`src/hw/rtl/gba_pkg.sv`:
```
// Package with widths, constants, stage types and the arctangent table of the bearing block.
`timescale 1ns / 1ps
`default_nettype none

package gba_pkg;

  localparam int COORD_WIDTH  = 24;
  localparam int CORDIC_STEPS = 16;
  localparam int GUARD_BITS   = 24;
  localparam int ANG_FRAC     = 20;
  localparam int TABLE_LEN    = 24;

  localparam int DIFF_W    = COORD_WIDTH + 1;
  localparam int DATA_W    = COORD_WIDTH + GUARD_BITS + 4;
  localparam int ACC_W     = 30;
  localparam int BEAR_W    = 17;
  localparam int TAB_IDX_W = $clog2(TABLE_LEN);

  localparam logic signed [ACC_W-1:0] HALF_TURN_ACC = ACC_W'(180 * (2 ** ANG_FRAC));
  localparam logic signed [ACC_W-1:0] FULL_TURN_ACC = ACC_W'(360 * (2 ** ANG_FRAC));
  localparam logic signed [ACC_W-1:0] ROUND_ACC     = ACC_W'(2 ** (ANG_FRAC - 9));
  localparam logic [BEAR_W-1:0]       FULL_TURN_OUT = BEAR_W'(92160);
  localparam logic [BEAR_W-1:0]       HALF_TURN_OUT = BEAR_W'(46080);

  typedef struct packed {
    logic signed [DATA_W-1:0] x;
    logic signed [DATA_W-1:0] y;
    logic signed [ACC_W-1:0]  acc;
    logic                     vert;
    logic                     vert_half;
  } cordic_t;

  function automatic logic signed [ACC_W-1:0] atan_deg(input logic [TAB_IDX_W-1:0] idx);
    logic signed [ACC_W-1:0] v;
    unique case (idx)
      5'd0:    v = ACC_W'(47185920);
      5'd1:    v = ACC_W'(27855475);
      5'd2:    v = ACC_W'(14718068);
      5'd3:    v = ACC_W'(7471121);
      5'd4:    v = ACC_W'(3750058);
      5'd5:    v = ACC_W'(1876857);
      5'd6:    v = ACC_W'(938658);
      5'd7:    v = ACC_W'(469357);
      5'd8:    v = ACC_W'(234682);
      5'd9:    v = ACC_W'(117342);
      5'd10:   v = ACC_W'(58671);
      5'd11:   v = ACC_W'(29335);
      5'd12:   v = ACC_W'(14668);
      5'd13:   v = ACC_W'(7334);
      5'd14:   v = ACC_W'(3667);
      5'd15:   v = ACC_W'(1833);
      5'd16:   v = ACC_W'(917);
      5'd17:   v = ACC_W'(458);
      5'd18:   v = ACC_W'(229);
      5'd19:   v = ACC_W'(115);
      5'd20:   v = ACC_W'(57);
      5'd21:   v = ACC_W'(29);
      5'd22:   v = ACC_W'(14);
      5'd23:   v = ACC_W'(7);
      default: v = '0;
    endcase
    return v;
  endfunction

endpackage

`default_nettype wire

```
`src/hw/rtl/gba_prep.sv`:
```
// Front end: coordinate differences, half-plane fold and CORDIC start vector.
`timescale 1ns / 1ps
`default_nettype none

module gba_prep
  import gba_pkg::*;
(
  input  wire logic                          clk,
  input  wire logic                          rst,
  input  wire logic                          en,
  input  wire logic                          in_v,
  input  wire logic signed [COORD_WIDTH-1:0] first_x,
  input  wire logic signed [COORD_WIDTH-1:0] first_y,
  input  wire logic signed [COORD_WIDTH-1:0] second_x,
  input  wire logic signed [COORD_WIDTH-1:0] second_y,
  output logic                               out_v,
  output cordic_t                            out_d
);

  logic                     diff_v;
  logic signed [DIFF_W-1:0] dx;
  logic signed [DIFF_W-1:0] dz;
  logic signed [DIFF_W-1:0] dx_f;
  logic signed [DIFF_W-1:0] dz_f;
  logic                     left;
  cordic_t                  start_next;

  always_ff @(posedge clk) begin
    if (rst) begin
      diff_v <= 1'b0;
      out_v  <= 1'b0;
    end else if (en) begin
      diff_v <= in_v;
      out_v  <= diff_v;
    end
  end

  always_ff @(posedge clk) begin
    if (en) begin
      dx    <= DIFF_W'(first_x) - DIFF_W'(second_x);
      dz    <= DIFF_W'(first_y) - DIFF_W'(second_y);
      out_d <= start_next;
    end
  end

  always_comb begin
    left                 = dz[DIFF_W-1];
    dx_f                 = left ? -dx : dx;
    dz_f                 = left ? -dz : dz;
    start_next.x         = DATA_W'(dz_f) <<< GUARD_BITS;
    start_next.y         = DATA_W'(dx_f) <<< GUARD_BITS;
    start_next.acc       = left ? HALF_TURN_ACC : '0;
    start_next.vert      = (dx == '0);
    start_next.vert_half = left || (dz == '0);
  end

endmodule

`default_nettype wire

```
`config.mk`:
```
export PLATFORM = sky130hd
export DESIGN_NAME = gba_prep
export DESIGN_NICKNAME = d
export VERILOG_FILES = /design/src/hw/rtl/gba_pkg.sv /design/src/hw/rtl/gba_prep.sv
export SDC_FILE = /design/constraint.sdc
export NUM_CORES = 1
export LEC_CHECK = 0
export BUFFER_PORTS_ARGS = -buffer_cell sky130_fd_sc_hd__clkbuf_2
export CAP_MARGIN = 15
export CORE_MARGIN = 5
export CORE_UTILIZATION = 52
export CTS_CLUSTER_SIZE = 40
export DETAILED_ROUTE_END_ITERATION = 10
export PLACE_DENSITY_LB_ADDON = 0.08
export SETUP_SLACK_MARGIN = 0.15
export SLEW_MARGIN = 10
export SYNTH_ARGS = -nofsm -noshare
export SYNTH_HDL_FRONTEND = slang
export SYNTH_SLANG_ARGS = --single-unit
```
`constraint.sdc`:
```
create_clock -name clk -period 3.4 [get_ports clk]
set_input_delay 0.51 -clock clk [delete_from_list [all_inputs] [get_ports clk]]
set_output_delay 0.51 -clock clk [all_outputs]
set_load 0.01 [all_outputs]
```
# Yosys cells after proc, flatten, opt, wreduce, memory -nomap -nowiden
# Cells that the tools add are included.
# op_classes
mux	3
addsub	4
n_reduce_logical	3
# ops
operator	count
25-bit zero test	2
25-bit 2-to-1 mux	2
25-bit negator	2
24-bit by 24-bit subtractor with 25-bit output	2
28-bit 2-to-1 mux	1
1-bit logical OR	1
# word_totals
in_bits	100
out_inout_bits	137
elab_cells	19
reg_bits	134

# Longest topological paths before layout
# Gate-level depths: netlist of the first run.
# depth
ltp_word	2
ltp_mapped	11
depth_no_buf	11

# Least setup slack after synthesis of the first run
# Ideal clock, no wire load.
# synth_path
path_kind	input -> register
start	input port second_y[2]
end	register dz[17], data pin
setup_ns	0.264
path_buffers	0
t_arrival_ns	2.361
path_slack_ns	0.775
required_ns	3.136
cell_stages	10
cell_sequence	inv_1 -> ha_1 -> o211ai_1 -> a21oi_1 -> a211o_1 -> a221o_1 -> a41oi_2 -> nand2b_1 -> a31oi_1 -> xor2_1
# synth_via
elab_chain_len	1
# synth_lines
element	line_no	source
start, declared	gba_prep.sv:15	input wire logic signed [COORD_WIDTH-1:0] second_y,
24-bit by 24-bit subtractor with 25-bit output	gba_prep.sv:41	dz <= DIFF_W'(first_y) - DIFF_W'(second_y);
end signal, assigned	gba_prep.sv:41	
end, declared	gba_prep.sv:22	logic signed [DIFF_W-1:0] dz;
# Every way passes these cells.
# A chain may end at the register's enable or synchronous reset.

# Final worst setup path of the first run
# layout_path
start	input port second_x[7]
end	register dx[22], data pin
# layout_via
elab_chain_len	1
# layout_lines
element	line_no	source
start, declared	gba_prep.sv:14	input wire logic signed [COORD_WIDTH-1:0] second_x,
24-bit by 24-bit subtractor with 25-bit output	gba_prep.sv:40	dx <= DIFF_W'(first_x) - DIFF_W'(second_x);
end signal, assigned	gba_prep.sv:40	
end, declared	gba_prep.sv:21	logic signed [DIFF_W-1:0] dx;
# Every way passes these cells.

==> results of run 1 <==
[per-layer routing]
layer	global-route usage, %	vias up
li1	-	2639
met1	22.6	2437
met2	28.9	185
met3	3.83	14
met4	3.93	0
met5	0	-
[critical path, stage by stage]
cell and delay, ns:
clkbuf_2 0.07, inv_1 0.03, ha_1 0.31, a2111oi_0 0.53, a211oi_1 0.17, o31a_1 0.32
o31ai_2 0.41, o211ai_1 0.16, xnor2_1 0.14
[state kept, by name (all words and copies together), names as in the netlist]
signal and flops:
dx 25, dz 25, diff_v 1, out_d 53, out_v 1
[cells by family (layout without fill, tap and decap cells)]
kind of cell             Yosys count  after routing  share of synthesized area [%]
adder cells (fa/ha/maj)           52             52                           9.20
multiplexers                       2              2                          0.277
flip-flops                       105            105                           43.3
XOR/XNOR                          87             87                           10.5
other                              1             74                         0.0518
AO/OA/AOI/OAI                    159            159                           15.0
buffers and inverters            159            251                           12.6
AND/OR/NAND/NOR                  127            127                           9.05
[synth_stat cells, types with 3 or more instances]
master,instances
a211oi_1,5
a21o_1,15
a21oi_1,37
a221o_1,4
and2_1,3
and3_1,6
buf_4,83
clkbuf_1,6
edfxtp_1,103
ha_1,50
inv_1,70
nand2_1,35
nand2b_1,15
nand3_1,9
nand4_1,4
nor2_1,21
nor2b_1,7
nor3_1,6
o211ai_1,5
o21a_1,8
o21ai_0,19
o21ai_1,17
o21bai_1,4
o31ai_1,15
o41ai_1,6
or3_1,5
or4_1,6
xnor2_1,72
xor2_1,15
[area by class of cell]
class | instances | area share, %
clock buffer | 9 | 2.72
clock inverter | 7 | 1.26
inverter | 70 | 3.18
multi-input combinational | 501 | 41.9
sequential | 105 | 37.9
tap | 180 | 2.72
timing repair buffer | 165 | 10.3
[cell usage in the layout, fill, tap and decap left out, types with 5 or more instances in the layout]
| master | netlist | final |
|---|---|---|
| a211oi_1 | 5 | 5 |
| a21o_1 | 15 | 15 |
| a21oi_1 | 37 | 37 |
| and3_1 | 6 | 6 |
| clkbuf_16 | 0 | 9 |
| clkbuf_2 | 0 | 161 |
| conb_1 | 1 | 74 |
| edfxtp_1 | 103 | 103 |
| ha_1 | 50 | 50 |
| inv_1 | 70 | 70 |
| nand2_1 | 35 | 35 |
| nand2b_1 | 15 | 15 |
| nand3_1 | 9 | 9 |
| nor2_1 | 21 | 21 |
| nor2b_1 | 7 | 7 |
| nor3_1 | 6 | 6 |
| o211ai_1 | 5 | 5 |
| o21a_1 | 8 | 8 |
| o21ai_0 | 19 | 19 |
| o21ai_1 | 17 | 17 |
| o31ai_1 | 15 | 15 |
| o41ai_1 | 6 | 6 |
| or3_1 | 5 | 5 |
| or4_1 | 6 | 6 |
| xnor2_1 | 72 | 72 |
| xor2_1 | 15 | 15 |
[where the power goes]
| group | switching (mW) | total, mW | internal (mW) |
|---|---|---|---|
| Sequential | 0.143 | 1.86 | 1.72 |
| Clock | 0.457 | 1.11 | 0.653 |
| Combinational | 0.556 | 1.02 | 0.463 |
| Total | 1.16 | 3.99 | 2.84 |
[worst max path at each step]
stage	startpoint	end	slack, ns	depth (start not counted)
5_1_grt	second_x[7]	dx[22]	0.53	9
2_1_floorplan	second_y[2]	dz[17]	0.78	10
4_1_cts	second_x[7]	dx[22]	0.85	9
6_report	second_x[7]	dx[22]	0.84	9
3_3_place_gp	second_x[7]	dx[22]	0.53	9
3_5_place_dp	second_x[7]	dx[22]	0.48	9
==> flow_summary.ini, run 1 <==
[placement]
placed_area_um2 = 7930
dp_cells = 1020
place.gp.congestion = 0.884
dp_hpwl_mm = 11.7
dp_slack_ns = 0.481
numPortBuffers = 162

[global_routing]
first_global_vias = 4940
grt_usage_pct = 17.1
antenna_found_initial = 0
overflow = 0
grt_max_degree = 60
grt_pass1_wl_mm = 22.9

[die]
start_util_pct = 52.5
die_w_um = 128
coreArea_um2 = 13800
dieArea_um2 = 16400
die_h_um = 128
rows = 43
io_pins = 237

[yosys]
ys_types = 60
synth_seq_cells = 105
yosysWarnings = 0
synth.area.top_cells = edfxtp_1 (43%), xnor2_1 (8.7%), ha_1 (8.6%), buf_4 (8.6%), inv_1 (3.6%)
syn_area_um2 = 7230
synth_edf_count = 103
syn-instance-count = 692
ys.flop_type = edfxtp_1
ys_seq_area_share_pct = 43.3
synth.top_cell.area_share_pct = 42.8
yosysTopAreaCell = edfxtp_1
syn_avg_cell_area_um2 = 10.5
async_flop_share_pct = 0

[sta]
finClkSkew_ns = 0.00808
hold_viol = 0
whs_ns = 0.341
fmax_mhz = 390
setup_viol = 0
report.final.slew_viol_count = 0
rsz0062_at_grt = false
fin_ws_ns = 0.837
slew_headroom_pct = 59.1
tightest_slew_ns = 0.613
fin_crit_sh_pct = 75.4
fin_tns_setup_ns = 0
min_period_ns = 2.56

[finish]
fill_cells = 1221
stdcell_area_um2 = 8270
n_antenna_cell = 0
final_util_pct = 60.1
final_cells = 1037
seqCellArea_um2 = 3130
final_nets = 1004
drive_above_1_share_pct = 22.3
syn2layout_area_growth_pct = 14.4
multi_input_area_um2 = 3470

[route]
firstDrtPassIters = 5
postRouteAntennaNets = 0
vias = 5275
met2WireLength_mm = 7.04
drc = 0
drtIter0Drc = 326
wl_met1_mm = 6.19
avgRoutedWirePerCell_um = 13.8
routed_wl_mm = 14.4
vias_per_cell = 5.09
topRoutingLayerUsed = met4
met3_length_um = 977

[critical_path]
r2r-end = out_d[75]
worstSetupEndpointType = register
cp.required_ns = 3.49
rr_startpoint = dx[7]
reg2regPathDepth = 5
crit_arrival_ns = 2.66
worst-path-max-fanout = 4
startpoint_type = input port
critPathKind = in2reg
reg2reg_slack_ns = 1.00

[clocking]
path_clk_slew_ns = 0.07
clock_path_buffers = 2
clk-insertion-delay-late_ns = 0.34
cts_setup_buffers = 0
hold_buffers = 0
cts-resized-gates = 0
htreeDepth = 3
numCtsBuffers = 9
cts.sinks = 105
tritoncts = yes
cts-root-buf = clkbuf_16

[hold_path]
min_to = out_v
hold_path_class = in2reg
holdPathStages = 2
hp-start = rst

[job]
drv_cap = 0

[power_and_ir_drop]
total_power_mw = 3.99
ir_drop_uv = 311
p_leak_nw = 3.77
power.density_nw_per_um2 = 483

[run_status]
outcome = completed
Power figures use the tool's default switching activity.
==> inputs of run 2 (changes only) <==
--- a/config.mk
+++ b/config.mk
@@ -8,7 +8,7 @@
 export BUFFER_PORTS_ARGS = -buffer_cell sky130_fd_sc_hd__clkbuf_2
 export CAP_MARGIN = 15
 export CORE_MARGIN = 5
-export CORE_UTILIZATION = 52
+export CORE_UTILIZATION = 47
 export CTS_CLUSTER_SIZE = 40
 export DETAILED_ROUTE_END_ITERATION = 10
 export PLACE_DENSITY_LB_ADDON = 0.08
==> constraint.sdc (replaced) <==
create_clock -name clk -period 2.31 [get_ports clk]
set_input_delay 0.3465 -clock clk [delete_from_list [all_inputs] [get_ports clk]]
set_output_delay 0.3465 -clock clk [all_outputs]
set_load 0.01 [all_outputs]
==> run 2 against run 1 <==
Effect of this change: register-to-register slack lost 0.81 ns; highest routed layer unchanged; global-route usage shrank 0.25 points; total power grew 57%; die area grew 9.8%; critical path type unchanged; combinational power grew 85%; cell count grew 10%; first-iteration DRC count shrank 24%; clock power grew 46%; worst hold slack lost 0.17 ns; non-clock buffer count grew 100.
==> flow_summary.ini, run 2 (same netlist as run 1, synthesis figures left out) <==
[global_routing]
antenna_found_initial = 0
grt_usage_pct = 16.9
grt_use_met3_pct = 3.53
overflow = 0
grt_pass1_wl_mm = 25.0
grtUsageMet2_pct = 30.0
first_global_vias = 5515
grt_max_degree = 61
grt.busiest_layer = met2
met1_usage_pct = 21.3

[clocking]
cts.sinks = 105
cts-root-buf = clkbuf_16
hold_buffers = 0
tritoncts = yes
htreeDepth = 3
path_clk_slew_ns = 0.07
numCtsBuffers = 9
clk-insertion-delay-late_ns = 0.34
clock_path_buffers = 2

[route]
vias_per_cell = 4.92
firstDrtPassIters = 4
drtIter0Drc = 249
drc = 0
vias = 5639
avgRoutedWirePerCell_um = 14.0
routed_wl_mm = 16.0
postRouteAntennaNets = 0

[critical_path]
cp.required_ns = 2.40
critPathKind = in2reg
worstSetupEndpointType = register
reg2reg_slack_ns = 0.19
worst-path-max-fanout = 3
startpoint_type = input port
crit_arrival_ns = 2.29

[power_and_ir_drop]
pwr-share-clk_pct = 26.0
ir_drop_uv = 404
p_leak_nw = 4.32
p_comb_share_pct = 30.2
p_seq_share_pct = 43.9
netSwitchingFraction_pct = 29.3
internal_power_mw = 4.43
power_switching_mw = 1.83
power.density_nw_per_um2 = 659
total_power_mw = 6.25

[finish]
final_common_cell = clkbuf_2
final_cells = 1145
final_util_pct = 62.7
n_antenna_cell = 0
drive_above_1_share_pct = 36.8
stdcell_area_um2 = 9500
final_nets = 1104
max_flop_register = out_d
largest_reg_flops = 53
layout_common_cells = clkbuf_2 (158), edfxtp_1 (103), buf_4 (102)
reg_top3 = out_d: 53 flops, dx: 25 flops, dz: 25 flops
syn2layout_area_growth_pct = 31.3

[sta]
min_period_ns = 2.20
finClkSkew_ns = 0.00590
setup_viol = 0
fin_ws_ns = 0.108
slew_headroom_pct = 64.3
rsz0062_at_grt = true
fin_tns_setup_ns = 0
fin_crit_sh_pct = 95.3
whs_ns = 0.172
hold_viol = 0
tightest_slew_ns = 0.535
fmax_mhz = 454
report.final.slew_viol_count = 0

[die]
die_w_um = 134
start_util_pct = 47.8
rows = 45
dieArea_um2 = 18000
coreArea_um2 = 15100
die_h_um = 134
io_pins = 237

[hold_path]
hold_path_class = in2reg

[placement]
place.gp.congestion = 0.882
dp_slack_ns = -0.453
placed_area_um2 = 8800
dp_hpwl_mm = 12.7
numPortBuffers = 162
dp_cells = 1111

[run_status]
outcome = completed

[job]
drv_cap = 0
==> run 2: critical path: stages <==
cell and delay, ns:
clkbuf_16 0.12, inv_12 0.03, ha_4 0.14, fa_2 0.34, nor2b_1 0.12, o21a_1 0.15, o21ai_2 0.07, a211oi_2 0.20
o31a_1 0.27, buf_4 0.15, a21o_1 0.12, and4_1 0.17, o22ai_1 0.06
==> run 2: routing by layer <==
metal  wire, um  up-vias
li1           -     2831
met3        902       16
met2       8170      172
met1       6800     2620
met4        165        0
met5          0        -
==> run 2: layout make-up <==
type	instances	area, um^2
repair buffers	265	1640
clock buffers	9	225
well taps	188	235
fillers	1251	5650
flip-flops and latches	105	3130
inverters	70	293
multi-input cells	501	3870
clock inverters	7	100
==> run 2: worst paths after layout <==
| check | cells past startpoint | from | endpoint |
|---|---|---|---|
| min reg2reg | 0 | dx[0] | out_d[56] |
| max | 13 | first_x[0] | dx[24] |
| min | 2 | rst | out_v |
| max reg2reg | 6 | dx[9] | out_d[80] |
==> run 2: power groups by stage <==
stage / clock [mW] / sequential (mW) / combinational [mW]
2_1_floorplan: 0 / 2.80 / 1.11
3_3_place_gp: 0 / 2.76 / 1.74
3_5_place_dp: 0 / 2.77 / 1.78
4_1_cts: 1.67 / 2.74 / 1.82
5_1_grt: 1.75 / 2.78 / 2.08
6_report: 1.62 / 2.74 / 1.89
==> run 2: what timing repair did <==
item / 4_1_cts / 5_1_grt
setup endpoints to repair: 17 / 27
gates resized for setup: 15 / 31
cloned: 0 / 0
pin swaps: 15 / 23
setup buffers: 5 / 13
==> inputs of run 3 (changes only) <==
--- a/config.mk
+++ b/config.mk
@@ -12,6 +12,7 @@
 export CTS_CLUSTER_SIZE = 40
 export DETAILED_ROUTE_END_ITERATION = 10
 export PLACE_DENSITY_LB_ADDON = 0.08
+export RECOVER_POWER = 50
 export SETUP_SLACK_MARGIN = 0.15
 export SLEW_MARGIN = 10
 export SYNTH_ARGS = -nofsm -noshare
==> run 3 against run 2 <==
Effect of this change: combinational power about the same; clock power about the same; largest power group unchanged; die area unchanged; largest cell class unchanged; cell count unchanged; via count about the same; highest routed layer unchanged; critical path type unchanged.
==> flow_summary.ini, run 3 (same netlist as run 1, synthesis figures left out) <==
[run_status]
outcome = completed

[finish]
max_flop_register = out_d
syn2layout_area_growth_pct = 30.4
final_util_pct = 62.3
largest_reg_flops = 53
n_antenna_cell = 0
final_common_cell = clkbuf_2
final_nets = 1104
drive_above_1_share_pct = 34.3
fill_cells = 1265
reg_top3 = out_d: 53 flops, dx: 25 flops, dz: 25 flops
layout_common_cells = clkbuf_2 (139), edfxtp_1 (103), buf_4 (100)

[global_routing]
grt_use_met3_pct = 3.53
met1_usage_pct = 21.3
grt.busiest_layer = met2
first_global_vias = 5515
grtUsageMet2_pct = 30.0
grt_max_degree = 61
antenna_found_initial = 0
overflow = 0
grt_usage_pct = 16.9
grt_pass1_wl_mm = 25.0

[placement]
numPortBuffers = 162
place.gp.congestion = 0.882
dp_hpwl_mm = 12.7

[die]
die_h_um = 134
start_util_pct = 47.8
coreArea_um2 = 15100
rows = 45
io_pins = 237
dieArea_um2 = 18000
die_w_um = 134

[critical_path]
reg2regPathDepth = 6
cp.required_ns = 2.40
cp_slowest_stage_delay_ns = 0.34
path_depth = 13
critPathKind = in2reg
crit_buf_inv = 3
cp-startpoint = first_x[0]
r2r-end = out_d[80]
crit_arrival_ns = 2.29
worst-path-max-fanout = 3
cp_slowest_cell = fa_2
rr_startpoint = dx[14]
setup.worst_path.end = dx[24]
reg2reg_slack_ns = 0.17
worstSetupEndpointType = register
cp_top_family = compound AO/OA/AOI/OAI gates
path_cells = clkbuf_16, inv_12, ha_4, fa_2, nor2b_1, o21a_1, o21ai_2, a211oi_2, o31a_1, buf_4, a21o_1, and4_1, o22ai_1
startpoint_type = input port

[clocking]
cts.sinks = 105
path_clk_slew_ns = 0.07
cts-root-buf = clkbuf_16
tritoncts = yes
htreeDepth = 3
clk-insertion-delay-late_ns = 0.34
numCtsBuffers = 9
hold_buffers = 0
clock_path_buffers = 2

[sta]
whs_ns = 0.172
hold_viol = 0
fin_tns_setup_ns = 0
slew_headroom_pct = 4.51
fin_crit_sh_pct = 95.3
rsz0062_at_grt = true
finClkSkew_ns = 0.00602
setup_viol = 0
fmax_mhz = 454
tightest_slew_ns = 1.43
min_period_ns = 2.20
report.final.slew_viol_count = 0

[route]
firstDrtPassIters = 4
vias_per_cell = 4.93
routed_wl_mm = 16.1
postRouteAntennaNets = 0
drc = 0
drtIter0Drc = 254
avgRoutedWirePerCell_um = 14.0
vias = 5643

[hold_path]
hold_path_class = in2reg
holdPathStages = 2

[job]
drv_cap = 0

[power_and_ir_drop]
total_power_mw = 6.24
ir_drop_uv = 403
power.density_nw_per_um2 = 662
p_leak_nw = 4.24
==> run 3: cell types whose count changed in the layout (fill, tap and decap cells not counted), sizes merged <==
cell    change
buf         -4
clkbuf      +4
==> run 3: final cells by class <==
type / count / area [um^2] / area share (%)
Clock buffer: 9 / 225 / 2.39
Clock inverter: 7 / 100 / 1.06
Inverter: 70 / 293 / 3.10
Multi-Input combinational cell: 501 / 3860 / 41.0
Sequential cell: 105 / 3130 / 33.2
Tap cell: 188 / 235 / 2.49
Timing Repair Buffer: 265 / 1580 / 16.8
==> run 3: worst reg2reg max path, stage by stage, from the launching register on <==
cell and delay (ns):
edfxtp_1 0.48, or4_4 0.55, nor4_4 0.19, nand3_2 0.15, or3_1 0.35, nand2_1 0.09, xnor2_1 0.08
==> run 3: report_power, final <==
part	switching, mW	internal (mW)	total (mW)
combinational	0.950	0.917	1.87
clock	0.667	0.959	1.63
sequential	0.213	2.53	2.75
==> run 3: how the worst min path moves through the flow <==
stage,start,endpoint,slack (ns)
3_5_place_dp,dx[0],out_d[56],0.48
2_1_floorplan,rst,diff_v,0.42
6_report,rst,out_v,0.17
3_3_place_gp,out_v,out_v,0.47
4_1_cts,rst,out_v,0.16
5_1_grt,rst,out_v,0.17
==> run 3: stage by stage <==
step                instance area, um^2  setup WS, ns  std cells
floorplan                          7740       -0.0167        765
global placement                   8800        -0.384       1111
detailed placement                 8800        -0.453       1111
CTS                                9240         0.112       1132
global route                       9430        0.0121       1145
finish                             9430         0.108       1145
==> run 3: repair_timing <==
item                       4_1_cts  5_1_grt
gates resized for setup         15       31
setup endpoints to repair       17       27
pin swaps                       15       23
setup buffers                    5       13
==> run 3: per-layer routing <==
| layer | part of all wire [%] | vias up |
|---|---|---|
| li1 | - | 2832 |
| met3 | 5.5 | 16 |
| met5 | 0 | - |
| met1 | 43 | 2625 |
| met4 | 1.0 | 0 |
| met2 | 51 | 170 |
