===== config.mk =====
export PLATFORM = sky130hd
export DESIGN_NAME = gba_post_flat
export DESIGN_NICKNAME = d
export VERILOG_FILES = /design/src/hw/rtl/gba_pkg.sv /design/src/hw/rtl/gba_if.sv /design/src/hw/rtl/gba_post.sv /design/src/flat_wrapper.sv
export SDC_FILE = /design/constraint.sdc
export NUM_CORES = 1
export LEC_CHECK = 0
export ABC_AREA = 1
export BUFFER_PORTS_ARGS = -buffer_cell sky130_fd_sc_hd__buf_2
export CORE_MARGIN = 2
export CORE_UTILIZATION = 40
export DETAILED_ROUTE_END_ITERATION = 8
export GPL_TIMING_DRIVEN = 1
export PLACE_DENSITY = 0.85
export SETUP_SLACK_MARGIN = 0.05
export SLEW_MARGIN = 30
export SYNTH_ARGS = -nofsm -noshare
export SYNTH_HDL_FRONTEND = slang
export SYNTH_SLANG_ARGS = --single-unit

===== constraint.sdc =====
create_clock -name clk -period 2.5 [get_ports clk]
set_input_delay 0 -clock clk [delete_from_list [all_inputs] [get_ports clk]]
set_output_delay 0 -clock clk [all_outputs]
set_load 0.02 [all_outputs]

===== src/hw/rtl/gba_pkg.sv =====
// Package with widths, constants, stage types and the arctangent table of the bearing block.
`timescale 1ns / 1ps
`default_nettype none

package gba_pkg;

  localparam int COORD_WIDTH  = 24;
  localparam int CORDIC_STEPS = 16;
  localparam int GUARD_BITS   = 24;
  localparam int ANG_FRAC     = 20;
  localparam int TABLE_LEN    = 24;

  localparam int DIFF_W    = COORD_WIDTH + 1;
  localparam int DATA_W    = COORD_WIDTH + GUARD_BITS + 4;
  localparam int ACC_W     = 30;
  localparam int BEAR_W    = 17;
  localparam int TAB_IDX_W = $clog2(TABLE_LEN);

  localparam logic signed [ACC_W-1:0] HALF_TURN_ACC = ACC_W'(180 * (2 ** ANG_FRAC));
  localparam logic signed [ACC_W-1:0] FULL_TURN_ACC = ACC_W'(360 * (2 ** ANG_FRAC));
  localparam logic signed [ACC_W-1:0] ROUND_ACC     = ACC_W'(2 ** (ANG_FRAC - 9));
  localparam logic [BEAR_W-1:0]       FULL_TURN_OUT = BEAR_W'(92160);
  localparam logic [BEAR_W-1:0]       HALF_TURN_OUT = BEAR_W'(46080);

  typedef struct packed {
    logic signed [DATA_W-1:0] x;
    logic signed [DATA_W-1:0] y;
    logic signed [ACC_W-1:0]  acc;
    logic                     vert;
    logic                     vert_half;
  } cordic_t;

  function automatic logic signed [ACC_W-1:0] atan_deg(input logic [TAB_IDX_W-1:0] idx);
    logic signed [ACC_W-1:0] v;
    unique case (idx)
      5'd0:    v = ACC_W'(47185920);
      5'd1:    v = ACC_W'(27855475);
      5'd2:    v = ACC_W'(14718068);
      5'd3:    v = ACC_W'(7471121);
      5'd4:    v = ACC_W'(3750058);
      5'd5:    v = ACC_W'(1876857);
      5'd6:    v = ACC_W'(938658);
      5'd7:    v = ACC_W'(469357);
      5'd8:    v = ACC_W'(234682);
      5'd9:    v = ACC_W'(117342);
      5'd10:   v = ACC_W'(58671);
      5'd11:   v = ACC_W'(29335);
      5'd12:   v = ACC_W'(14668);
      5'd13:   v = ACC_W'(7334);
      5'd14:   v = ACC_W'(3667);
      5'd15:   v = ACC_W'(1833);
      5'd16:   v = ACC_W'(917);
      5'd17:   v = ACC_W'(458);
      5'd18:   v = ACC_W'(229);
      5'd19:   v = ACC_W'(115);
      5'd20:   v = ACC_W'(57);
      5'd21:   v = ACC_W'(29);
      5'd22:   v = ACC_W'(14);
      5'd23:   v = ACC_W'(7);
      default: v = '0;
    endcase
    return v;
  endfunction

endpackage

`default_nettype wire


===== src/hw/rtl/gba_if.sv =====
// Valid/ready channel interfaces for point pairs and bearing results.
`timescale 1ns / 1ps
`default_nettype none


interface gba_out_if;
  import gba_pkg::*;
  logic              valid;
  logic              ready;
  logic [BEAR_W-1:0] bearing;

  modport source (output valid, bearing, input ready);
  modport sink (input valid, bearing, output ready);
endinterface

`default_nettype wire


===== src/hw/rtl/gba_post.sv =====
// Back end: wrap and rounding of the angle, then output register with skid buffer.
`timescale 1ns / 1ps
`default_nettype none

module gba_post
  import gba_pkg::*;
(
  input  wire logic     clk,
  input  wire logic     rst,
  output logic          en,
  input  wire logic     in_v,
  input  wire cordic_t  in_d,
  gba_out_if.source     result
);

  logic signed [ACC_W-1:0] sum;
  logic [BEAR_W-1:0]       rnd_next;
  logic                    rnd_v;
  logic [BEAR_W-1:0]       rnd;
  logic [BEAR_W-1:0]       wrapped;
  logic                    out_v;
  logic [BEAR_W-1:0]       out_data;
  logic                    skid_v;
  logic [BEAR_W-1:0]       skid_data;

  assign en = !skid_v;

  always_comb begin
    sum = in_d.acc + (in_d.acc[ACC_W-1] ? FULL_TURN_ACC : '0) + ROUND_ACC;
    if (in_d.vert) begin
      rnd_next = in_d.vert_half ? HALF_TURN_OUT : '0;
    end else begin
      rnd_next = sum[ANG_FRAC-8 +: BEAR_W];
    end
    wrapped = (rnd >= FULL_TURN_OUT) ? rnd - FULL_TURN_OUT : rnd;
  end

  always_ff @(posedge clk) begin
    if (rst) begin
      rnd_v <= 1'b0;
    end else if (en) begin
      rnd_v <= in_v;
    end
  end

  always_ff @(posedge clk) begin
    if (en) begin
      rnd <= rnd_next;
    end
  end

  always_ff @(posedge clk) begin
    if (rst) begin
      out_v  <= 1'b0;
      skid_v <= 1'b0;
    end else if (!out_v || result.ready) begin
      if (skid_v) begin
        out_v    <= 1'b1;
        out_data <= skid_data;
        skid_v   <= 1'b0;
      end else begin
        out_v    <= rnd_v;
        out_data <= wrapped;
      end
    end else if (rnd_v && !skid_v) begin
      skid_v    <= 1'b1;
      skid_data <= wrapped;
    end
  end

  assign result.valid   = out_v;
  assign result.bearing = out_data;

endmodule

`default_nettype wire


===== src/flat_wrapper.sv =====
// flat-port wrapper written by rule: the top's interface ports become plain ports
module gba_post_flat import gba_pkg::*;
  (clk, rst, en, in_v, in_d, result_valid, result_bearing, result_ready);
  gba_out_if result_i ();
  input  wire logic clk;
  input  wire logic rst;
  output logic en;
  input  wire logic in_v;
  input  wire cordic_t in_d;
  output wire logic [$bits(result_i.valid)-1:0] result_valid;
  output wire logic [$bits(result_i.bearing)-1:0] result_bearing;
  input wire logic [$bits(result_i.ready)-1:0] result_ready;
  assign result_valid = result_i.valid;
  assign result_bearing = result_i.bearing;
  assign result_i.ready = result_ready;
  gba_post u_core (.clk(clk), .rst(rst), .en(en), .in_v(in_v), .in_d(in_d), .result(result_i));
endmodule

* Yosys cells after proc, flatten, opt, wreduce, memory -nomap -nowiden
Cells that the tools add are included.
Widths: inputs -> output; s select.
** Cells by class
- Bitwise operators :: 2
- Add/sub/neg operators :: 3
- Reductions and logical operators :: 7
- Muxes and demuxes :: 6
- Order comparisons :: 1
** Operators by type and width (number)
- $mux 17 :: 3
- $add 29x12->29 const B :: 1
- $add 29x29->29 :: 1
- $mux 29 :: 1
- $ge 17x17->1 const B :: 1
- $sub 17x17->17 const B :: 1
- $mux 16 :: 1
- $reduce_and 3->1 :: 1
- $logic_not 1->1 :: 2
- $not 1->1 :: 2
- $reduce_and 2->1 :: 1
- $reduce_or 2->1 :: 1
- $logic_and 1x1->1 :: 1
- $logic_or 1x1->1 :: 1
- $mux 1 :: 1
** Storage, ports and cells
- Output and inout bits :: 19
- Register bits :: 54
- Word-level logic and storage cells :: 25
- Input port bits :: 140

* Depth between registers and ports, before layout
Gate-level depths: netlist of the first run.
- Depth in word-level cells :: 4
- Depth in mapped cells :: 10
- Mapped depth without buffers :: 10

* Worst setup path before layout of the first run
Ideal clock, no wire load.
- Kind :: register to register
- Start :: reg u_core.out_v, in the netlist u_core.result.valid
- End :: reg u_core.skid_data[0], enable pin
- Buffers on the path :: 0
- Arrival :: 1.666 ns
- Required time :: 2.110 ns
- Library setup time :: 0.390 ns
- Setup slack :: 0.443 ns
- Stages on the path, launching flop included :: 6
- Clock period less this slack :: 2.057 ns
- Path through :: dfxtp_1 inv_1 nor2_1 inv_1 or2_2 nor2_1
** Between the ends
- Longest elaborated chain between the ends :: 4
** RTL lines
- from (decl) :: line gba_post.sv:21 : logic out_v;
- from (signal assigned) :: line gba_post.sv:62 : out_v <= rnd_v;
- $logic_not 1->1 :: line gba_post.sv:56 : end else if (!out_v || result.ready) begin
- $logic_or 1x1->1 :: line gba_post.sv:56
- $not 1->1 (no source line)
- $reduce_and 3->1 (no source line)
- to (signal assigned) :: line gba_post.sv:67 : skid_data <= wrapped;
- to (decl) :: line gba_post.sv:24 : logic [BEAR_W-1:0] skid_data;
Every way passes these cells.
A chain may end at the register's enable or synchronous reset.

* Worst setup path after layout of the first run
- Start :: reg u_core.rnd[12]
- End :: reg u_core.out_data[15], in the netlist u_core.result.bearing[15] (data pin)
** Between the ends
- Longest elaborated chain between the ends :: 3
- Elaborated cells on any way between the ends :: 4
- Classes of those cells :: 1 x add/sub; 1 x order compare; 2 x mux
** RTL lines
- from (decl) :: line gba_post.sv:19 : logic [BEAR_W-1:0] rnd;
- from (signal assigned) :: line gba_post.sv:48 : rnd <= rnd_next;
- $sub 17x17->17 or $ge 17x17->1 (tied branches) :: line gba_post.sv:35 : wrapped = (rnd >= FULL_TURN_OUT) ? rnd - FULL_TURN_OUT : rnd;
- $mux 17 (*) :: line gba_post.sv:35
- named net u_core.wrapped[15] :: line gba_post.sv:20 : logic [BEAR_W-1:0] wrapped;
- $mux 17 (*) :: line gba_post.sv:57 : if (skid_v) begin
- to (signal assigned) :: line gba_post.sv:59 : out_data <= skid_data;
- to (signal assigned) :: line gba_post.sv:63 : out_data <= wrapped;
- to (decl) :: line gba_post.sv:22 : logic [BEAR_W-1:0] out_data;
Mark *: on every way through the listed nets, which the timed path passes. The rest lies on a longest branch.

==> results of run 1 <==
[layout by cell type, fill, tap and decap left out, drive strengths merged]
cell type,n
a21oi,14
and2,5
buf,47
bufinv,1
clkbuf,5
clkinv,2
dfxtp,3
dlygate4sd3,3
edfxtp,51
ha,5
inv,32
nand2,94
nand3,25
nand3b,2
nand4,3
nor2,38
nor3,7
nor4,1
o21a,1
o21ai,12
or2,1
xnor2,2
xor2,1
[routing by layer]
metal	track usage, %	part of all wire, %
met3	2.94	5.4
met1	17.4	47
met4	5.54	1.9
met2	22.8	46
met5	0	0
[power breakdown]
part           leakage, uW  switching, uW  total, uW  internal, uW
Combinational     0.000817            175        277           101
Clock            0.0000562            268        567           298
Sequential        0.000543           27.9       1080          1050
Total              0.00142            472       1920          1450
[through the flow]
| step | utilization, % | setup slack, ps | instance area, um2 | hold WS [ps] | cells |
|---|---|---|---|---|---|
| after detailed placement | 45.7 | 892 | 3070 | 207 | 424 |
| after floorplan | - | 443 | 2760 | 69.1 | 303 |
| after global routing | 47.8 | 702 | 3210 | 41.5 | 435 |
| final | 47.8 | 872 | 3210 | 34.0 | 435 |
| after global placement | 45.7 | 940 | 3070 | 198 | 424 |
| after CTS | 47.8 | 873 | 3210 | 26.1 | 435 |
[state kept, by name, summed over array words and instances (netlist names)]
signal,count
u_core.rnd,17
u_core.result.bearing,17
u_core.skid_v,1
u_core.rnd_v,1
u_core.skid_data,17
u_core.result.valid,1
[worst paths after layout]
path,to,cells past startpoint
min,u_core.rnd[5],2
max reg2reg,u_core.result.bearing[15],9
max,u_core.result.bearing[15],9
min reg2reg,u_core.skid_data[2],0
[cells by family after synthesis]
logic type                 synth area share, %
xor gates and xnor gates                 0.953
adders and majority gates                 2.27
and+or+nand+nor                           28.6
AOI/OAI and AO/OA                         4.99
DFF                                       57.7
buffers and inverters                     5.45
[synthesized netlist by cell type, drive strengths merged]
cell / number
edfxtp: 51
o21ai: 12
xor2: 1
nand4: 3
or2: 1
nand2: 94
inv: 31
ha: 5
and2: 5
nand3: 25
nor3: 7
o21a: 1
a21oi: 14
xnor2: 2
clkinv: 1
dfxtp: 3
nand3b: 2
nor2: 38
clkbuf: 1
buf: 5
nor4: 1
[area by class of cell]
type	count	area [um2]	share of cell area, %
inverters	32	120	3.74
well taps	80	100	3.12
flip-flops and latches	54	1590	49.5
multi-input cells	211	1010	31.6
clock buffers	5	68.8	2.14
clock inverters	3	42.5	1.32
repair buffers	50	275	8.57
==> flow_metrics.env, run 1 <==
export IMPL_grt_max_degree=37
export IMPL_clk_pin_slew_ps=90
export IMPL_cp_arrival_ps=1700
export IMPL_clk_latency_ps=310
export IMPL_die_width_um=87.0
export IMPL_finalPower_uw=1920
export IMPL_worstPathCellList="inv_1 -> ha_1 -> nor2_1 -> nor2_1 -> nand2_2 -> nand3_1 -> nand2_2 -> nand2_1 -> nand2_1"
export IMPL_synth_top_cell_area_share_pct=55.6
export IMPL_status="complete, no violations"
export IMPL_via_count=2043
export IMPL_vdd_drop_max_v=0.000214
export IMPL_worstSetupEndpointType="register"
export IMPL_slowest_stage="edfxtp_1"
export IMPL_htree_levels=2
export IMPL_track_usage_pct=13.7
export IMPL_die_h_um=87.0
export IMPL_core_mm2=0.00672
export IMPL_crit_fanout=7
export IMPL_ctsResizeCount=0
export IMPL_gp_routability_congestion=0.907
export IMPL_port_buffers=43
export IMPL_num_io_pins=159
export IMPL_crit_family="simple AND/OR/NAND/NOR gates"
export IMPL_final_max_slew_violation_count=0
export IMPL_clock_skew_ps=5.33
export IMPL_fmax_mhz=614
export IMPL_seq_area_frac_synth_pct=57.7
export IMPL_p_leak_uw=0.00142
export IMPL_cts_buffers_inserted=5
export IMPL_syn_avg_cell_area_um2=9.10
export IMPL_worstPathRequired_ps=2570
export IMPL_antenna_left=0
export IMPL_diodes=0
export IMPL_routed_wl_um=4670
export IMPL_synth_area_leaders="edfxtp_1, nand2_1, nor2_1"
export IMPL_netlist_area_mm2=0.00276
export IMPL_r2r_start="u_core.rnd[12]"
export IMPL_clock_sinks=54
export IMPL_p_per_area_mw_per_mm2=599
export IMPL_rsz0062_at_grt="false"
export IMPL_area_growth_pct=16.6
export IMPL_worstSetupStartpointType="register"
export IMPL_final_fill_count=606
export IMPL_tightest_slew_ps=364
export IMPL_finish_net_count=499
export IMPL_num_rows=30
export IMPL_synth_cell_types=31
export IMPL_syn_nets=448
export IMPL_fin_crit_sh_pct=65.1
export IMPL_drc_errors=0
export IMPL_wl_per_cell_um=10.7
export IMPL_postCtsSetupRepairBufs=0
export IMPL_setup_violations=0
export IMPL_min_path_type="in2reg"
export IMPL_crit_buf_inv=1
export IMPL_min_from="in_d[19]"
export IMPL_start_util_pct=41.0
export IMPL_max_cap_viol_count=0
export IMPL_rrSetupSlack_ps=870
export IMPL_worstSetupPathType="reg2reg"
export IMPL_antenna_found_initial=0
export IMPL_cts_tree="yes"
export IMPL_place_hpwl_um=3640
export IMPL_grt_pass1_wl_um=8120
export IMPL_synth_top_area_cell="edfxtp_1"
export IMPL_synth_warning_count=0
export IMPL_drt_iter0_markers=125
export IMPL_cpPeakStageDelay_ps=460
export IMPL_dieArea_mm2=0.00757
export IMPL_critPathLaunch="u_core.rnd[12]"
export IMPL_cts_path_max_buffers=2
export IMPL_synth_seq_cells=54
export IMPL_tns_ps=0
export IMPL_fin_crit_ps=1630
export IMPL_hold_violations=0
export IMPL_grt_overflow=0
export IMPL_drive_above_1_share_pct=19.7
export IMPL_max_slew_margin_pct=75.7
export IMPL_cts_root_buf="clkbuf_8"
export IMPL_synth_cells=303
export IMPL_drtPass1Iterations=4
export IMPL_ctsHoldBuffers=3
export IMPL_grt_pass1_vias=1908
export IMPL_vias_per_cell=4.70
Note: power is estimated with default switching activity, not from simulation.
==> run 2, diff against run 1 <==
Clock period 2.5 ns to 1.6 ns, I/O delays scaled along.
==> flow_metrics.env, run 2 (synthesis results as in run 1) <==
export IMPL_final_fill_count=607
export IMPL_drt_iter0_markers=148
export IMPL_rrSetupSlack_ps=20
export IMPL_worstSetupEndpointType="register"
export IMPL_postCtsSetupRepairBufs=0
export IMPL_mostFrequentLayoutCell="nand2_1"
export IMPL_p_leak_uw=0.00145
export IMPL_clk_pin_slew_ps=90
export IMPL_routed_wl_um=4890
export IMPL_worstPathRequired_ps=1670
export IMPL_core_mm2=0.00672
export IMPL_vias_per_cell=4.76
export IMPL_antenna_found_initial=0
export IMPL_grt_pass1_wl_um=8140
export IMPL_clock_skew_ps=8.63
export IMPL_hold_end="u_core.rnd[10]"
export IMPL_r2r_start="u_core.rnd[11]"
export IMPL_cts_path_max_buffers=2
export IMPL_ff2ff_path_depth=10
export IMPL_setup_violations=0
export IMPL_fin_crit_ps=1580
export IMPL_max_cap_viol_count=0
export IMPL_min_from="in_d[0]"
export IMPL_cts_tree="yes"
export IMPL_grt_overflow=0
export IMPL_hold_violations=0
export IMPL_dieArea_mm2=0.00757
export IMPL_p_per_area_mw_per_mm2=872
export IMPL_worstSetupStartpointType="register"
export IMPL_crit_fanout=7
export IMPL_worstSetupPathType="reg2reg"
export IMPL_grt_pass1_vias=1959
export IMPL_cts_root_buf="clkbuf_8"
export IMPL_diodes=0
export IMPL_cts_buffers_inserted=5
export IMPL_via_count=2082
export IMPL_max_slew_margin_pct=78.7
export IMPL_cp_arrival_ps=1650
export IMPL_num_io_pins=159
export IMPL_gp_routability_congestion=0.864
export IMPL_htree_levels=2
export IMPL_fin_crit_sh_pct=99.0
export IMPL_rsz0062_at_grt="true"
export IMPL_port_buffers=43
export IMPL_fin_hold_ws_ps=54.3
export IMPL_drc_errors=0
export IMPL_area_growth_pct=20.8
export IMPL_die_width_um=87.0
export IMPL_clk_latency_ps=310
export IMPL_vdd_drop_max_v=0.000312
export IMPL_die_h_um=87.0
export IMPL_layout_common_cells="nand2_1, edfxtp_1, buf_2"
export IMPL_final_max_slew_violation_count=0
export IMPL_r2r_end="u_core.result.bearing[14]"
export IMPL_drtPass1Iterations=5
export IMPL_finish_net_count=501
export IMPL_dp_slack_ps=69.4
export IMPL_drive_above_1_share_pct=24.6
export IMPL_wl_per_cell_um=11.2
export IMPL_tightest_slew_ps=319
export IMPL_track_usage_pct=13.5
export IMPL_start_util_pct=41.0
export IMPL_num_rows=30
export IMPL_grt_max_degree=36
export IMPL_min_path_type="in2reg"
export IMPL_clock_sinks=54
export IMPL_antenna_left=0
export IMPL_fmax_mhz=632
export IMPL_place_hpwl_um=3560
export IMPL_min_path_cells=3
export IMPL_timing_final_ws_setup_ps=16.7
export IMPL_status="complete, no violations"
run 2: critical path: stages (launching register included):
cell and delay, ps:
edfxtp_1 430, inv_2 80, buf_6 130, nor2_4 70
nand2_1 60, nor2_1 80, nand2_1 90, nand2_4 140
nand3b_1 100, nand3_1 100, nand2_1 60
run 2: metal layers:
metal | routed length [um] | up-vias | GRT usage (%)
met1 | 2280 | 902 | 17.1
met4 | 88 | 0 | 5.11
met3 | 260 | 8 | 2.56
li1 | - | 1104 | -
met5 | 0 | - | 0
met2 | 2260 | 68 | 22.7
run 2: worst max path at each step:
stage / start / end / slack, ps / cells past startpoint
after floorplan: u_core.result.valid / u_core.result.bearing[0] / 40 / 3
after global placement: u_core.rnd[11] / u_core.result.bearing[15] / 100 / 9
after detailed placement: u_core.rnd[11] / u_core.result.bearing[15] / 70 / 9
after CTS: u_core.rnd[11] / u_core.skid_data[13] / 50 / 8
after global routing: u_core.rnd[11] / u_core.result.bearing[14] / -130 / 10
final: u_core.rnd[11] / u_core.result.bearing[14] / 20 / 10
run 2: timing repair:
item / CTS / global route
hold endpoints to repair: 2 / 0
hold buffers: 3 / 0
setup endpoints to repair: 0 / 11
gates resized for setup: 0 / 22
run 2: power by group:
part	total (uW)	internal [uW]	switching (uW)
logic	491	189	302
registers	1690	1650	48.0
clock network	721	309	412
total	2900	2140	762
run 2: cell type report:
cell class	count	area [um2]	area share, %
clock buffer	6	72.6	2.18
clock inverter	2	13.8	0.413
inverter	32	120	3.61
multi-input combinational	211	1110	33.3
sequential	54	1590	47.8
tap	80	100	3.01
timing repair buffer	52	323	9.70
run 2: through the flow:
stage | util, % | cells | setup TNS [ps] | power (uW) | area [um2]
floorplan | - | 303 | 0 | 2010 | 2770
global placement | 46.4 | 426 | 0 | 2140 | 3120
detailed placement | 46.4 | 426 | 0 | 2150 | 3120
CTS | 48.2 | 437 | 0 | 2870 | 3240
global route | 49.6 | 437 | -1040 | 3030 | 3330
finish | 49.6 | 437 | 0 | 2900 | 3330
==> run 3, diff against run 2 <==
Settings changed: CORE_MARGIN 2 to not set.
==> flow_metrics.env, run 3 (synthesis results as in run 1) <==
export IMPL_hold_violations=0
export IMPL_rrSetupSlack_ps=80
export IMPL_final_fill_count=574
export IMPL_mostFrequentLayoutCell="nand2_1"
export IMPL_clk_pin_slew_ps=90
export IMPL_diodes=0
export IMPL_p_int_uw=2290
export IMPL_via_count=2190
export IMPL_ff2ff_path_depth=10
export IMPL_vdd_drop_max_v=0.000461
export IMPL_dieArea_mm2=0.00723
export IMPL_gp_routability_congestion=0.848
export IMPL_drc_errors=0
export IMPL_r2r_end="u_core.skid_data[13]"
export IMPL_antenna_found_initial=0
export IMPL_cts_root_buf="clkbuf_8"
export IMPL_grt_pass1_wl_um=9140
export IMPL_dp_slack_ps=25.7
export IMPL_start_util_pct=42.4
export IMPL_clk_latency_ps=310
export IMPL_cp_arrival_ps=1590
export IMPL_grt_pass1_vias=2152
export IMPL_drtPass1Iterations=4
export IMPL_clock_skew_ps=3.82
export IMPL_status="complete, no violations"
export IMPL_tightest_slew_ps=342
export IMPL_max_slew_margin_pct=77.2
export IMPL_vias_per_cell=5.01
export IMPL_use_met2_pct=28.9
export IMPL_fmax_mhz=660
export IMPL_critPathLaunch="u_core.rnd[11]"
export IMPL_die_width_um=85.0
export IMPL_drive_above_1_share_pct=25.0
export IMPL_worstSetupEndpointType="register"
export IMPL_stdcell_count=437
export IMPL_p_leak_uw=0.00146
export IMPL_cts_tree="yes"
export IMPL_cts_buffers_inserted=5
export IMPL_htree_levels=2
export IMPL_max_cap_viol_count=0
export IMPL_finish_net_count=505
export IMPL_setup_violations=0
export IMPL_grt_most_used_layer="met2"
export IMPL_seqPwrFrac_pct=55.3
export IMPL_grt_max_degree=36
export IMPL_die_h_um=85.0
export IMPL_antenna_left=0
export IMPL_drt_iter0_markers=158
export IMPL_num_io_pins=159
export IMPL_met3_usage_pct=3.79
export IMPL_worstPathRequired_ps=1670
export IMPL_fin_crit_sh_pct=94.7
export IMPL_timing_final_ws_setup_ps=84.4
export IMPL_combinationalPowerShare_pct=16.3
export IMPL_min_path_type="in2reg"
export IMPL_final_max_slew_violation_count=0
export IMPL_crit_fanout=7
export IMPL_finalPower_uw=3050
export IMPL_p_per_area_mw_per_mm2=914
export IMPL_grt_overflow=0
export IMPL_met1_usage_pct=17.7
export IMPL_cp_endpoint="u_core.skid_data[13]"
export IMPL_track_usage_pct=16.1
export IMPL_fin_crit_ps=1520
export IMPL_area_growth_pct=21.2
export IMPL_switching_share_pct=25.1
export IMPL_rsz0062_at_grt="true"
export IMPL_port_buffers=43
export IMPL_wl_per_cell_um=12.4
export IMPL_r2r_start="u_core.rnd[11]"
export IMPL_routed_wl_um=5400
export IMPL_core_mm2=0.00649
export IMPL_switching_power_uw=767
export IMPL_layout_common_cells="nand2_1, edfxtp_1, buf_2"
export IMPL_place_hpwl_um=3910
export IMPL_cts_path_max_buffers=2
export IMPL_dp_cells=423
export IMPL_worstSetupPathType="reg2reg"
export IMPL_clock_sinks=54
export IMPL_clockPowerShare_pct=28.4
export IMPL_worstSetupStartpointType="register"
export IMPL_num_rows=29
run 3: changes by cell type in the layout (fill, tap and decap cells not counted), moves of 2 or more:
cell | previous run | this run
nor2_1 | 31 | 29
and2_1 | 2 | 4
and2_4 | 3 | 1
nor2_2 | 1 | 5
nand2_2 | 5 | 3
nand2_1 | 88 | 90
buf_4 | 2 | 8
nor2_4 | 6 | 4
buf_6 | 2 | 0
run 3: worst max-delay path: stages (launching register included):
cell and delay [ps]:
edfxtp_1 420, inv_2 120, buf_4 140, nor2_2 30, nand2_1 50, nor2_1 40, nand2_1 90, nand2_4 100
nand2_1 80, nand2_1 70, and2_1 140
run 3: metal layers:
layer / vias to the layer above / wire length [um] / part of all wire, %
li1: 1113 / - / -
met3: 16 / 254 / 4.7
met4: 0 / 156 / 2.9
met5: - / 0 / 0
met1: 994 / 2200 / 41
met2: 67 / 2790 / 52
run 3: power by group through the flow:
stage               logic (uW)  registers (uW)  clock network [uW]
floorplan                  246            1760                   0
global placement           419            1710                   0
detailed placement         439            1720                   0
CTS                        455            1690                 878
global route               561            1700                 936
finish                     497            1690                 869
run 3: worst min-delay path by stage:
stage	startpoint	end	slack, ps	cells past startpoint
detailed placement	rst	u_core.result.valid	210	2
global route	in_d[19]	u_core.rnd[5]	40	2
floorplan	rst	u_core.result.valid	60	1
CTS	in_d[19]	u_core.rnd[5]	30	2
global placement	rst	u_core.result.valid	190	2
finish	in_d[19]	u_core.rnd[5]	30	2
run 3: stage by stage:
stage / util [%] / area, um2 / hold WS (ps) / TNS (ps)
6_report: 51.5 / 3340 / 33.0 / 0
3_5_place_dp: 48.0 / 3120 / 206 / 0
5_1_grt: 51.5 / 3340 / 37.7 / -6.21
3_3_place_gp: 48.0 / 3120 / 192 / 0
2_1_floorplan: - / 2770 / 61.7 / 0
4_1_cts: 50.3 / 3270 / 26.6 / 0
run 3: timing repair:
item | in CTS | in global routing
setup endpoints to repair | 7 | 12
setup buffers | 1 | 3
endpoints found under the hold margin | 2 | 0
gates resized for setup | 2 | 14
pin swaps | 2 | 4
hold buffers | 3 | 0
run 3: final cells by class:
type	instances	area, um2	area share [%]
Sequential cell	54	1590	47.7
Multi-Input combinational cell	211	1080	32.5
Timing Repair Buffer	56	345	10.3
Inverter	32	120	3.59
Tap cell	77	96.3	2.88
Clock buffer	5	68.8	2.06
Clock inverter	2	33.8	1.01
